==> src/design/data_run_decode_and_locate_top_defines.svh <==
// Assertion macros for the run-list decoder
`ifndef DATA_RUN_DECODE_AND_LOCATE_TOP_DEFINES_SVH
`define DATA_RUN_DECODE_AND_LOCATE_TOP_DEFINES_SVH
`ifndef SYNTH
`define DRL_ASSERT_IMP(label, clk, rst_n, a, c) \
    label: assert property (@(posedge clk) disable iff (!rst_n) (a) |-> (c)) \
        else $error("assertion failed");
`define DRL_ASSERT_NXT(label, clk, rst_n, a, c) \
    label: assert property (@(posedge clk) disable iff (!rst_n) (a) |=> (c)) \
        else $error("assertion failed");
`else
`define DRL_ASSERT_IMP(label, clk, rst_n, a, c)
`define DRL_ASSERT_NXT(label, clk, rst_n, a, c)
`endif
`endif

==> src/design/drl_ram.sv <==
// ---------------------------------------------------------------------------
// drl_ram
// Generic single-port-write, single-read RAM with registered read data.
// ---------------------------------------------------------------------------
`timescale 1ns / 1ps
module drl_ram #(
    parameter int WIDTH = 64,
    parameter int DEPTH = 64
) (
    input  logic                                          clk,
    input  logic                                          we,
    input  logic [((DEPTH > 1) ? $clog2(DEPTH) : 1)-1:0] waddr,
    input  logic [WIDTH-1:0]                              wdata,
    input  logic [((DEPTH > 1) ? $clog2(DEPTH) : 1)-1:0] raddr,
    output logic [WIDTH-1:0]                              rdata
);
    logic [WIDTH-1:0] mem_reg [DEPTH];
    always_ff @(posedge clk)
    begin
        if (we)
        begin
            mem_reg[waddr] <= wdata;
        end
        rdata <= mem_reg[raddr];
    end
endmodule

==> config.mk <==
export PLATFORM = sky130hd
export DESIGN_NAME = drl_ram
export DESIGN_NICKNAME = d
export VERILOG_FILES = /design/src/design/data_run_decode_and_locate_top_defines.svh /design/src/design/drl_ram.sv
export SDC_FILE = /design/constraint.sdc
export NUM_CORES = 2
export LEC_CHECK = 0
export BUFFER_PORTS_ARGS = -buffer_cell sky130_fd_sc_hd__buf_2
export CORE_MARGIN = 10
export CORE_UTILIZATION = 40
export CTS_CLUSTER_SIZE = 40
export DETAILED_ROUTE_END_ITERATION = 10
export HOLD_SLACK_MARGIN = 0.03
export PLACE_DENSITY = 0.58
export REMOVE_ABC_BUFFERS = 1
export SETUP_SLACK_MARGIN = 0.3
export SLEW_MARGIN = 5
export SYNTH_ARGS = -nofsm -noshare
export SYNTH_HDL_FRONTEND = slang
export SYNTH_SLANG_ARGS = --single-unit
==> constraint.sdc <==
create_clock -name clk -period 12.96 [get_ports clk]
set_clock_uncertainty 0.05 [all_clocks]
set_input_delay 1.296 -clock clk [delete_from_list [all_inputs] [get_ports clk]]
set_output_delay 1.296 -clock clk [all_outputs]
set_load 0.01 [all_outputs]
* Yosys cells after proc, flatten, opt, wreduce, memory -nomap -nowiden
Memory sizes are Yosys's and may differ from the RTL's. A register that Yosys moved wholly into a read port is not among the register bits.
Index checks and enable logic that the tools add are counted.
** Storage, ports and cells
- RAM bits :: 4096
- Logic and storage cells :: 3
- Output and inout port bits :: 64
- Bits in registers :: 0
- Memories kept :: 1
** Cells by class
- Mux-type cells :: 2
** Memory list
- mem_reg :: depth 64, width 64, rd ports 1, clocked after memory_dff 1, write ports 1, line drl_ram.sv:17 : logic [WIDTH-1:0] mem_reg [DEPTH];
** Operators by type and width (count)
- 1-bit 2-to-1 mux :: 2

* Logic depth before layout (Yosys ltp)
- Depth after elaboration :: 2
- Mapped depth :: 9

* Worst setup path before layout
No wires, ideal clock.
- Path type :: input -> register
- From :: in waddr[3] (netlist name)
- To :: mem mem_reg[48][0] (enable)
- Data required time :: 12.346 ns
- Stages on the path :: 4
- Library setup time :: 0.564 ns
- Data arrival time :: 6.168 ns
- Slack :: 6.178 ns
- Cell sequence :: clkbuf_1 -> nor2b_1 -> nand4b_1 -> nor3_1
** RTL lines
- start: declaration :: line drl_ram.sv:12 : input logic [((DEPTH > 1) ? $clog2(DEPTH) : 1)-1:0] waddr,
- end: declaration :: line drl_ram.sv:17
Straight into the memory's write port.

==> impl_metrics.tcl <==
set metrics [dict create \
    h-tree-depth 5 \
    numPortBuffers 141 \
    wl_per_cell_um 34.8 \
    max-vdd-ir-drop_mv 0.115 \
    max_freq_mhz 225 \
    cts-root-buf "clkbuf_16" \
    rsz0062_at_grt "false" \
    holdBufCountCts 0 \
    synth-edff-count 4096 \
    dp_cells 11800 \
    ys_seq_area_share_pct 79.5 \
    p_leak_nw 54.8 \
    cts_setup_buffers 0 \
    synth_area_per_cell_um2 23.7 \
    grtUsageTotal_pct 20.6 \
    wirelength_met1_um 174000 \
    r2r_slack_ns 10.80 \
    drtIter0Drc 9597 \
    setup.worst_path.class "in2reg" \
    gp_congestion 0.757 \
    p_per_area_nw_per_um2 158 \
    yosys_warnings 0 \
    dp_hpwl_um 225000 \
    rows 229 \
    cp-start-kind "primary input" \
    finalNonFillerCells 12600 \
    vias 75100 \
    cp_max_fo 78 \
    pin_count 142 \
    drc 0 \
    via_per_inst 5.98 \
    die_x_um 645 \
    cts.path.max_buffers 4 \
    yosysUniqueCellTypes 33 \
    numClockSinks 4160 \
    ant_nets 0 \
    hold_class "reg2reg" \
    grt_pass1_vias 76000 \
    setup_violations 0 \
    grt_max_degree 129 \
    slew_violations 0 \
    met2_length_um 214000 \
    required_ns 13.67 \
    fill_cells 32100 \
    worstSetupEndpointType "flip-flop" \
    ys_seq_elements 4160 \
    grt_pass1_wl_um 609000 \
    final_net_count 7064 \
    cts_buffers 417 \
    layout_commonest_cell "edfxtp_1" \
    synth_cells 6598 \
    dr.max_layer_used "met5" \
    drive_above_1_share_pct 28.2 \
    grt_remaining_overflow 0 \
    largest_reg_flops 4096 \
    slew_headroom_pct 15.6 \
    setup_ws_ns 8.52 \
    dr.pass1.iters 5 \
    outcome "complete, no violations" \
    clk_pin_slew_ns 0.06 \
    layout_common_cells "edfxtp_1, mux4_2, clkbuf_16" \
    tightest_slew_ns 1.26 \
    wl_met3_um 37400 \
    die_h_um 645 \
    wirelength_um 437000 \
    syn2layout_area_growth_pct 13.5 \
    async_flop_share_pct 0 \
    fin_tns_setup_ns 0 \
    pre_cts_slack_ns 7.39 \
    fin_util_pct 45.6 \
    start_util_pct 40.2 \
    finalPower_mw 28.0 \
    syn_area_um2 156000 \
    critPathArrivalTime_ns 5.14 \
    fin_crit_sh_pct 34.2 \
    antenna_found_initial 47 \
    cts-resized-gates 0 \
    period_minus_slack_ns 4.44 \
    cts_tree "done" \
    die-area_um2 416000 \
    hold_viol 0 \
    coreArea_um2 389000 \
    cap_violations 0 \
    clk_latency_ns 1.00 \
    ys.flop_type "edfxtp_1" \
]
==> cell usage after synthesis, drive strengths merged, types with 58 or more instances <==
master  instances  area [um^2]
nand2          58          218
o22ai          83          519
a211oi         63          473
mux2i         135         1350
nor2          112          420
buf           230         1250
edfxtp       4096       123000
clkbuf        140          526
dfxtp          64         1280
and3           64          400
mux4         1024        23100
a22o           88          771
a22oi         168         1260
==> worst paths after layout <==
check | from | end | cells past startpoint
setup reg to reg | mem_reg[36][5]$_DFFE_PP_ | rdata[5]$_DFF_P_ | 4
hold / removal | mem_reg[52][28]$_DFFE_PP_ | rdata[28]$_DFF_P_ | 4
hold reg to reg | mem_reg[52][28]$_DFFE_PP_ | rdata[28]$_DFF_P_ | 4
setup / recovery | raddr[0] | rdata[33]$_DFF_P_ | 8
==> per-stage QoR <==
| stage | instance area [um^2] | hold WS (ns) |
|---|---|---|
| after detailed placement | 164000 | 0.793 |
| final | 178000 | 0.806 |
| after global routing | 177000 | 0.868 |
| after CTS | 177000 | 0.812 |
| after floorplan | 155000 | 0.738 |
| after global placement | 164000 | 0.791 |
==> critical path, stage by stage <==
cell and delay [ns]:
buf_12 0.38, buf_12 0.50, buf_4 0.74, buf_4 0.78
mux4_2 0.59, a22o_1 0.24, nor2_1 0.19, a211oi_1 0.11
==> layout make-up <==
cell class,instances,area [um^2],area share (%)
antenna,21,52.6,0.0296
timing repair buffer,339,2400,1.35
inverter,19,71.3,0.0402
clock inverter,243,2190,1.23
sequential,4160,124000,70.0
tap,5197,6500,3.66
multi-input combinational,2049,30800,17.3
clock buffer,535,11200,6.33
==> power by group <==
part	leakage (nW)	switching, mW	internal [mW]
clock network	6.54	5.10	6.71
logic	10.9	0.782	0.455
registers	37.4	0.0477	14.9
==> logic make-up after synthesis <==
| kind of cell | Yosys count | share of synthesized area, % |
|---|---|---|
| muxes | 1159 | 15.6 |
| DFF | 4160 | 79.5 |
| and+or+nand+nor | 386 | 1.24 |
| AOI/OAI and AO/OA | 504 | 2.48 |
| buffers and inverters | 389 | 1.18 |
==> routing by layer <==
metal	vias to the layer above	track usage, %
li1	29300	-
met1	41500	28.1
met2	3547	33.9
met3	710	4.27
met4	28	5.19
met5	-	0
(Power assumes the default switching activity.)
