### config.mk
export PLATFORM = sky130hd
export DESIGN_NAME = drl_div
export DESIGN_NICKNAME = d
export VERILOG_FILES = /design/src/design/data_run_decode_and_locate_top_defines.svh /design/src/design/drl_pkg.sv /design/src/design/drl_div.sv
export SDC_FILE = /design/constraint.sdc
export NUM_CORES = 1
export LEC_CHECK = 0
export BUFFER_PORTS_ARGS = -buffer_cell sky130_fd_sc_hd__buf_2
export CAP_MARGIN = 0
export CORE_UTILIZATION = 50
export DETAILED_ROUTE_END_ITERATION = 8
export PLACE_DENSITY = 0.76
export SYNTH_ARGS = -nofsm -noshare
export SYNTH_HDL_FRONTEND = slang
export SYNTH_SLANG_ARGS = --single-unit
### constraint.sdc
create_clock -name clk -period 4.44 [get_ports clk]
set_input_delay 0.888 -clock clk [delete_from_list [all_inputs] [get_ports clk]]
set_output_delay 0.888 -clock clk [all_outputs]
set_load 0.02 [all_outputs]
### src/design/data_run_decode_and_locate_top_defines.svh
// Assertion macros for the run-list decoder
`ifndef DATA_RUN_DECODE_AND_LOCATE_TOP_DEFINES_SVH
`define DATA_RUN_DECODE_AND_LOCATE_TOP_DEFINES_SVH
`ifndef SYNTH
`define DRL_ASSERT_IMP(label, clk, rst_n, a, c) \
    label: assert property (@(posedge clk) disable iff (!rst_n) (a) |-> (c)) \
        else $error("assertion failed");
`define DRL_ASSERT_NXT(label, clk, rst_n, a, c) \
    label: assert property (@(posedge clk) disable iff (!rst_n) (a) |=> (c)) \
        else $error("assertion failed");
`else
`define DRL_ASSERT_IMP(label, clk, rst_n, a, c)
`define DRL_ASSERT_NXT(label, clk, rst_n, a, c)
`endif
`endif

### src/design/drl_pkg.sv
// ---------------------------------------------------------------------------
// drl_pkg
// Shared types and constants of the run-list decoder and record locator.
// ---------------------------------------------------------------------------
`timescale 1ns / 1ps
package drl_pkg;
    localparam int MAX_RUNS_DEF = 64;
    localparam logic [2:0] ST_DONE_LOADED = 3'd0;
    localparam logic [2:0] ST_DONE_EMPTY  = 3'd1;
    localparam logic [2:0] ST_BAD_HEADER  = 3'd2;
    localparam logic [2:0] ST_OVERFLOW    = 3'd3;
    localparam logic [2:0] ST_LOCATED     = 3'd4;
    localparam logic [2:0] ST_NOT_FOUND   = 3'd5;
    localparam logic [2:0] ST_BAD_GEOM    = 3'd6;
    localparam logic [1:0] CFG_BPS = 2'd0;
    localparam logic [1:0] CFG_SPC = 2'd1;
    localparam logic [1:0] CFG_BPR = 2'd2;
    localparam logic [1:0] CFG_TSC = 2'd3;
    // divider request/response
    typedef struct packed {
        logic        start;
        logic [63:0] dividend;
        logic [63:0] divisor;
    } div_req_t;
    typedef struct packed {
        logic        done;
        logic [63:0] quot;
        logic [63:0] rem;
    } div_rsp_t;
endpackage

### src/design/drl_div.sv
// ---------------------------------------------------------------------------
// drl_div
// Restoring radix-2 divider, 64-bit, one quotient bit per cycle.
// ---------------------------------------------------------------------------
`timescale 1ns / 1ps
module drl_div
    import drl_pkg::*;
(
    input  logic     clk,
    input  logic     rst_n,
    input  div_req_t req,
    output div_rsp_t rsp
);
    logic [63:0] q_reg, q_next;
    logic [64:0] r_reg, r_next;
    logic [63:0] d_reg, d_next;
    logic [6:0]  cnt_reg, cnt_next;
    logic        busy_reg, busy_next;
    logic        done_reg, done_next;
    logic [64:0] trial;

    // one shift-subtract step
    always_comb
    begin
        q_next = q_reg;
        r_next = r_reg;
        d_next = d_reg;
        cnt_next = cnt_reg;
        busy_next = busy_reg;
        done_next = 1'b0;
        trial = {r_reg[63:0], q_reg[63]} - {1'b0, d_reg};
        if (req.start)
        begin
            q_next = req.dividend;
            r_next = '0;
            d_next = req.divisor;
            cnt_next = 7'd64;
            busy_next = 1'b1;
        end
        else if (busy_reg)
        begin
            if (!trial[64])
            begin
                r_next = trial;
                q_next = {q_reg[62:0], 1'b1};
            end
            else
            begin
                r_next = {r_reg[63:0], q_reg[63]};
                q_next = {q_reg[62:0], 1'b0};
            end
            cnt_next = cnt_reg - 7'd1;
            if (cnt_reg == 7'd1)
            begin
                busy_next = 1'b0;
                done_next = 1'b1;
            end
        end
    end

    always_ff @(posedge clk or negedge rst_n)
    begin
        if (!rst_n)
        begin
            busy_reg <= 1'b0;
            done_reg <= 1'b0;
            cnt_reg <= '0;
        end
        else
        begin
            busy_reg <= busy_next;
            done_reg <= done_next;
            cnt_reg <= cnt_next;
        end
    end

    always_ff @(posedge clk)
    begin
        q_reg <= q_next;
        r_reg <= r_next;
        d_reg <= d_next;
    end

    assign rsp.done = done_reg;
    assign rsp.quot = q_reg;
    assign rsp.rem = r_reg[63:0];
endmodule

* After elaboration in Yosys (flattened, before gate mapping)
Index checks and enable logic that the tools add are counted.
** Storage, ports and cells
- Register bits :: 201
- Logic and storage cells :: 22
** Cells by class
- $add $sub $neg :: 2
- Equality and inequality tests :: 1
- Mux-type cells :: 12
- Reductions and logical operators :: 1
** Operators by type and width (count)
- 2-to-1 mux 64 bit :: 3
- subtractor 65 x 64 -> 65 bit :: 1
- 2-to-1 mux 7 bit :: 2
- equality test 7 x 1 -> 1 bit (second input constant) :: 1
- 2-to-1 mux 1 bit :: 7
- subtractor 7 x 1 -> 7 bit (second input constant) :: 1
- nonzero test 2 bit :: 1

* Longest topological paths before layout
Gate-level depths: netlist of the first run.
- Word-level depth :: 4
- Gate-level depth with buffers :: 16

* Least setup slack after synthesis of the first run
Ideal clock, no wire load.
- Kind :: register -> register
- From :: register q_reg[63]
- To :: register r_reg[25]
- Library setup time :: 0.126 ns
- Data arrival time :: 3.488 ns
- Data required time :: 4.314 ns
- Slack :: 0.826 ns
- Cell stages (with the launch flop) :: 17
- Period minus slack after synthesis :: 3.614 ns
- Cell sequence :: edfxtp_1 > inv_1 > ha_1 > fa_1 > nand2b_1 > a21oi_2 > o2111ai_2 > a2111oi_4 > o21ai_4 > a2111oi_4 > or3_1 > buf_4 > nand2_1 > buf_2 > buf_2 > a41oi_1 > o21ai_0
** On the way
- Cells in the longest elaborated chain, start to end :: 2
** Ends and longest elaborated chain
- from (decl) :: line drl_div.sv:14 : logic [63:0] q_reg, q_next;
- from (signal assigned) :: line drl_div.sv:79 : q_reg <= q_next;
- subtractor 65 x 64 -> 65 bit :: line drl_div.sv:31 : trial = {r_reg[63:0], q_reg[63]} - {1'b0, d_reg};
- 2-to-1 mux 64 bit :: line drl_div.sv:42 : if (!trial[64])
- to (signal assigned) :: line drl_div.sv:80 : r_reg <= r_next;
- to (decl) :: line drl_div.sv:15 : logic [64:0] r_reg, r_next;
Every way passes these cells.
A chain may end at the register's enable or synchronous reset.

* Worst setup path after layout of the first run
- From :: register q_reg[63]
- To :: register r_reg[44]
The elaborated chain is that of the path after synthesis.

==> metrics.md, run 1 <==
| Metric | Value |
|---|---|
| Number of DRC violations after detailed-routing iteration 0 | `between 700 and 800` |
| Routability congestion estimate | `slightly below 1` |
| First-pass DRT Iterations | `7` |
| Largest net degree at the start of global routing | `roughly 110` |
| Setup crit start kind | `flip-flop` |
| Result of the run | `complete, no violations` |
| Cell count after placement | `about 1800` |
| Top flip-flop cell by instance count after synthesis | `edfxtp_1` |
| Post-Synthesis Mean Instance Area | `approximately 9.5 sq um` |
| Sum of overflow across all layers after global routing | `0` |
| Critical path peak fanout | `36` |
| Top cells by count, synth | `nand2_1, edfxtp_1, nor2_1` |
| Average via count per standard cell | `5.67` |
| Kind of cell adding the most delay to the critical path | `compound AO/OA/AOI/OAI gates` |
| Library cell appearing most often on the critical path | `a2111oi_4` |
| Library cell with the largest summed area after synthesis | `edfxtp_1` |
| Maximum VDD drop | `between 0.3 and 0.4 mV` |
| Top-area cell type share of the netlist area | `a little under a third` |
| Max transition margin | `39.6%` |
| Category of the critical setup timing path | `reg2reg` |
| Post-Route Setup TNS | `0 ns` |
| P_sw | `between 4 and 5 mW` |
| Clock edge transition at the registers on the reported setup and hold paths | `approximately 0.060 ns` |
| H-tree level count | `1` |
| Smallest hold slack | `~0.21 ns` |
| Logic gate share of total power | `49.4%` |
| Post-detailed-placement half-perimeter wirelength | `24.0 mm` |
| R2R Setup Slk | `roughly 0.26 ns` |
| Via count of the first global-routing pass | `10000` |
| CTS tree | `yes` |
| Sequential share of the synthesized area | `44.4%` |
| Switching share of total power | `43.3%` |
| Number of standard cells in the final layout excluding fillers | `1832` |
| Reg2Reg Depth | `14` |
| Worst-Skew Late Latency | `approximately 0.53 ns` |
| Core box area | `roughly 24000 sq um` |
| Mapped Nets | `about 1500` |
| Post-route fraction of the period consumed by the critical path | `between 90% and 100%` |
| Number of synthesized flops with an enable pin | `between 100 and 150` |
| Post-place instance area | `between 10000 and 15000 sq um` |
| Worst endpoint required time | `4.86 ns` |
| Synth area leaders | `edfxtp_1, dfxtp_1, ha_1, mux2_2, nand2_1` |
| Power share of the clock group | `about a fifth` |
| Met2 Wirelength | `15.1 mm` |
| Final core utilization | `roughly three fifths` |
| Leak | `about 6.3 nW` |
| Reg2Reg Launch Point | `q_reg[63]` |
| Path category of the worst min-delay check | `in2async` |
| CP Depth | `14` |
| Buffer levels on the longest clock path | `3` |
| Per-cell routed wire length | `~18 um` |
| Worst endpoint data arrival time | `~4.6 ns` |
| Worst clock skew | `approximately 0.016 ns` |
| Area growth from synthesis to layout | `18.8%` |
| Number of remaining DRC errors | `0` |
| Die Height | `roughly 160 um` |
| Fill cell count | `~2000` |
| First-pass GRT wire length | `just over 50 mm` |
| Fraction of final layout cells sized beyond drive strength 1 | `between 20% and 30%` |
| Met3 layer wire length in the routed design | `2.66 mm` |
| Max-slew violation count | `0` |
| Worst setup slack before clock tree synthesis | `0.306 ns` |
| Minimum clock period | `between 4 and 5 ns` |
| Number of different library cells in the post-synthesis netlist | `67` |
| Number of port buffers | `roughly 260` |
| Final routed wirelength across all metal layers | `32.4 mm` |
| Setup-failing EPs final | `0` |
| CTS Hold Buffers Added | `0` |
| Number of nets with antenna violations after detailed routing | `0` |
| Reg-to-reg critical path endpoint | `r_reg[44]` |
| Starting density of the core | `roughly half` |
| Antenna violations before repair | `2` |
| Number of buffers created by CTS | `23` |
| Internal power consumption | `roughly 5.4 mW` |
| Count leader, synth | `nand2_1` |
| Final Worst Setup Slack | `0.256 ns` |
| Clock tree sinks | `between 200 and 250` |
| Overall die area | `about 25000 sq um` |
| Width of the die | `between 150 and 200 um` |
| Nets | `1693` |
| Vias | `roughly 10000` |
| Design area | `roughly 14000 sq um` |
| Root Buffer | `clkbuf_16` |
| Buffers inserted by post-CTS timing repair | `0` |
| Portion of total power attributed to sequential cells | `between 30% and 40%` |
| Standard cell with the maximum stage delay on the critical path | `a2111oi_4` |
| Maximum achievable frequency | `0.239 GHz` |
| Unrepaired setup endpoints after global routing | `false` |
| Slew at the pin with the worst max-slew slack | `between 0.9 and 1 ns` |
| Row count | `56` |
| Synthesized flop and latch total | `approximately 200` |
| Pwr Density | `about 670 nW/um^2` |
| Highest metal layer with signal wires | `met5` |
| Gate count after technology mapping | `1269` |
| Final hold violations | `0` |
| Async set-or-reset flop fraction in the synthesized netlist | `about 4.5%` |
| Highest cell delay on the worst timing path | `~0.45 ns` |
| Netlist Area Pre-Place | `roughly 12000 sq um` |
| Met1 routed wirelength after detailed routing | `approximately 13 mm` |
| # IOs | `260` |
| Number of cells upsized or downsized after cts | `0` |
| Design Power | `~9.5 mW` |
| Total routing usage reported by global routing | `a little over a quarter` |
| Worst setup EP type | `flip-flop` |
| Warnings from Yosys | `0` |
| Max-cap violations | `0` |
| Worst Path Buf+Inv | `2` |
| Cell-by-cell trace of the critical path | `inv_1, ha_1, fa_1, nand2b_1, a21oi_2, o2111ai_2, a2111oi_4, o21ai_4, a2111oi_4, or3_1, and2_2, buf_4, o21ai_0, a311oi_1` |
## layout make-up
| class | count | area, sq um | share of cell area, % |
|---|---|---|---|
| multi-input cells | 907 | 6050 | 42.2 |
| flip-flops and latches | 201 | 5350 | 37.4 |
| repair buffers | 271 | 1410 | 9.81 |
| clock buffers | 32 | 619 | 4.32 |
| well taps | 319 | 399 | 2.79 |
| inverters | 91 | 342 | 2.38 |
| clock inverters | 10 | 153 | 1.07 |
| diodes | 1 | 2.50 | 0.0175 |
## power groups by stage
stage                     clock network (mW)  logic, mW  registers [mW]
after floorplan                            0       3.09            3.21
after global routing                    2.06       5.19            2.92
final                                   1.96       4.71            2.86
after detailed placement                   0       4.63            2.89
after CTS                               2.00       4.67            2.86
after global placement                     0       4.58            2.88
## how the worst max path moves through the flow
stage,slack (ns),to,from
after global routing,0.03,r_reg[23],q_reg[63]
after global placement,0.51,r_reg[23],q_reg[63]
after floorplan,0.83,r_reg[25],q_reg[63]
after detailed placement,0.31,r_reg[31],q_reg[63]
final,0.26,r_reg[44],q_reg[63]
after CTS,0.24,r_reg[34],q_reg[63]
## metal layers
metal  vias to the layer above  global-route usage (%)
met5                         -                       0
li1                       5071                       -
met4                         2                    10.7
met3                        78                    6.53
met2                       386                    43.5
met1                      4855                    31.9
## placed cells by master (no fill, tap or decap), types with 9 or more instances in the layout
master,n
buf_2,258
nand2_1,154
edfxtp_1,128
nor2_1,121
a21oi_1,93
inv_1,91
ha_1,66
dfxtp_1,64
mux2_2,63
o21ai_0,57
a311oi_1,47
xnor2_1,33
xor2_1,23
clkbuf_16,23
nand4_1,21
nor3_1,21
nand3_1,19
a21o_1,17
o21bai_1,15
nand2b_1,13
buf_4,11
a31oi_1,9
nor2b_1,9
o21a_1,9
a211oi_1,9
## cell families after synthesis
logic type / share of synthesized area, %
buffers and inverters: 5.51
AND/OR/NAND/NOR: 14.5
AO/OA/AOI/OAI: 18.2
multiplexers: 6.38
flip-flops: 44.4
XOR/XNOR: 4.07
adder cells (fa/ha/maj): 7.01
No activity file was read; power rests on OpenSTA's default activity.
==> run 2: changes to the inputs <==
Settings changed: BUFFER_PORTS_ARGS -buffer_cell sky130_fd_sc_hd__buf_2 to -buffer_cell sky130_fd_sc_hd__buf_4, PLACE_DENSITY 0.76 to default, PLACE_DENSITY_LB_ADDON from default to 0.15.
==> metrics.md, run 2 (synthesis gave the netlist of run 1 again) <==
| Metric | Value |
|---|---|
| Pwr Density | `~650 nW/um^2` |
| Highest cell delay on the worst timing path | `between 0.4 and 0.5 ns` |
| Total routing usage reported by global routing | `between 20% and 30%` |
| Worst endpoint required time | `a little under 5 ns` |
| Reg2Reg Depth | `14` |
| Largest net degree at the start of global routing | `101` |
| Overall die area | `approximately 25000 sq um` |
| Row count | `56` |
| Final hold violations | `0` |
| Critical path peak fanout | `34` |
| Worst-Skew Late Latency | `roughly 0.54 ns` |
| Clock tree sinks | `between 200 and 250` |
| Ant diodes | `0` |
| Cell-by-cell trace of the critical path | `inv_1, ha_1, fa_1, nand2b_1, a21oi_2, o2111ai_2, a2111oi_4, o21ai_4, a2111oi_4, or3_1, and2_2, buf_4, nand3_1, a311oi_1` |
| CTS tree | `yes` |
| H-tree level count | `1` |
| Starting density of the core | `between 50% and 60%` |
| Post-detailed-placement half-perimeter wirelength | `roughly 24 mm` |
| Final core utilization | `63.7%` |
| Per-cell routed wire length | `17.9 um` |
| Unrepaired setup endpoints after global routing | `false` |
| Number of port buffers | `around 260` |
| Width of the die | `about 160 um` |
| Minimum clock period | `~4.2 ns` |
| Final routed wirelength across all metal layers | `32.7 mm` |
| Setup-failing EPs final | `0` |
| Design Power | `between 9 and 10 mW` |
| Nets | `approximately 1700` |
| Worst setup slack before clock tree synthesis | `roughly 0.35 ns` |
| Number of remaining DRC errors | `0` |
| Worst clock skew | `0.0210 ns` |
| Setup crit start kind | `flip-flop` |
| First-pass GRT wire length | `between 50 and 60 mm` |
| Root Buffer | `clkbuf_16` |
| Max-cap violations | `0` |
| First-pass DRT Iterations | `5` |
| Max transition margin | `between 30% and 40%` |
| Via count of the first global-routing pass | `between 10000 and 15000` |
| Category of the critical setup timing path | `reg2reg` |
| Area growth from synthesis to layout | `24.4%` |
| Die Height | `roughly 160 um` |
| Buffer levels on the longest clock path | `3` |
| Number of buffers created by CTS | `24` |
| Buffers inserted by post-CTS timing repair | `0` |
| Average via count per standard cell | `between 5 and 6` |
| Commonest non-fill, non-tap cell in the layout | `buf_4` |
| Sum of overflow across all layers after global routing | `0` |
| Final Worst Setup Slack | `0.273 ns` |
| # IOs | `260` |
| Fraction of final layout cells sized beyond drive strength 1 | `roughly 25%` |
| Vias | `about 10000` |
| Slew at the pin with the worst max-slew slack | `slightly below 1 ns` |
| Number of nets with antenna violations after detailed routing | `0` |
| Number of DRC violations after detailed-routing iteration 0 | `between 600 and 700` |
| Leak | `6.49 nW` |
| Result of the run | `complete, no violations` |
| Path category of the worst min-delay check | `in2async` |
| Clock edge transition at the registers on the reported setup and hold paths | `0.06 ns` |
| Standard cell with the maximum stage delay on the critical path | `a2111oi_4` |
| Leading cell types in the layout, fill and taps excluded | `buf_4, nand2_1, edfxtp_1` |
| Core box area | `between 20000 and 25000 sq um` |
| Maximum VDD drop | `0.347 mV` |
| Post-route fraction of the period consumed by the critical path | `93.9%` |
| Library cell appearing most often on the critical path | `a2111oi_4` |
| Maximum achievable frequency | `~0.24 GHz` |
| Max-slew violation count | `0` |
| Fill cell count | `just over 2000` |
| Worst endpoint data arrival time | `4.61 ns` |
| Antenna violations before repair | `0` |
| Routability congestion estimate | `0.933` |
| Worst setup EP type | `flip-flop` |
| Post-Route Setup TNS | `0 ns` |
[run 2: cell count changes in the layout (fill, tap and decap cells not counted), sizes merged]
cell,change
diode,-1
bufinv,-2
clkinvlp,+1
buf,-1
clkinv,+2
[run 2: timing repair]
| item | CTS | global route |
|---|---|---|
| setup endpoints to repair | 0 | 3 |
| hold buffers | 0 | 0 |
| gates resized for setup | 0 | 1 |
[run 2: worst max-delay path, delay by kind of cell (launching register included)]
family	cells	cell delay (ns)
adders and majority gates	2	0.64
AOI/OAI and AO/OA	6	1.73
buffers and inverters	2	0.45
DFF	1	0.39
and+or+nand+nor	4	0.83
[run 2: per-layer routing]
layer / up-vias / share of wire (%) / GRT usage [%]
met4: 0 / 2.3 / 6.66
met3: 49 / 8.3 / 7.10
met2: 351 / 46 / 43.4
met1: 4949 / 43 / 33.4
met5: - / 0 / 0
li1: 5062 / - / -
[run 2: report_power, final]
group	leakage, nW	internal (mW)	switching (mW)
Combinational	4.16	1.97	2.98
Sequential	1.93	2.45	0.420
Clock	0.390	1.18	0.799
Total	6.49	5.60	4.20
[run 2: cell type report]
cell class / count / area (sq um) / share of cell area (%)
multi-input cells: 907 / 6050 / 40.3
flip-flops and latches: 201 / 5350 / 35.7
repair buffers: 270 / 2060 / 13.7
clock buffers: 32 / 671 / 4.47
well taps: 319 / 399 / 2.66
inverters: 91 / 342 / 2.28
clock inverters: 11 / 130 / 0.867
[run 2: per-stage QoR]
| step | hold slack [ns] | instances | area, sq um |
|---|---|---|---|
| after floorplan | 0.474 | 1269 | 12100 |
| after global placement | 0.492 | 1788 | 14200 |
| after detailed placement | 0.492 | 1788 | 14200 |
| after CTS | 0.147 | 1831 | 15000 |
| after global routing | 0.157 | 1831 | 15000 |
| final | 0.158 | 1831 | 15000 |
[run 2: worst paths after layout]
| check | from | to | slack (ns) |
|---|---|---|---|
| setup / recovery | q_reg[63] | r_reg[6] | 0.27 |
| hold / removal | rst_n | cnt_reg[4] | 0.16 |
| setup reg to reg | q_reg[63] | r_reg[6] | 0.27 |
| hold reg to reg | cnt_reg[6] | cnt_reg[6] | 0.51 |
| max in group asynchronous | rst_n | busy_reg | 4.13 |
| min in group clk | cnt_reg[6] | cnt_reg[6] | 0.51 |
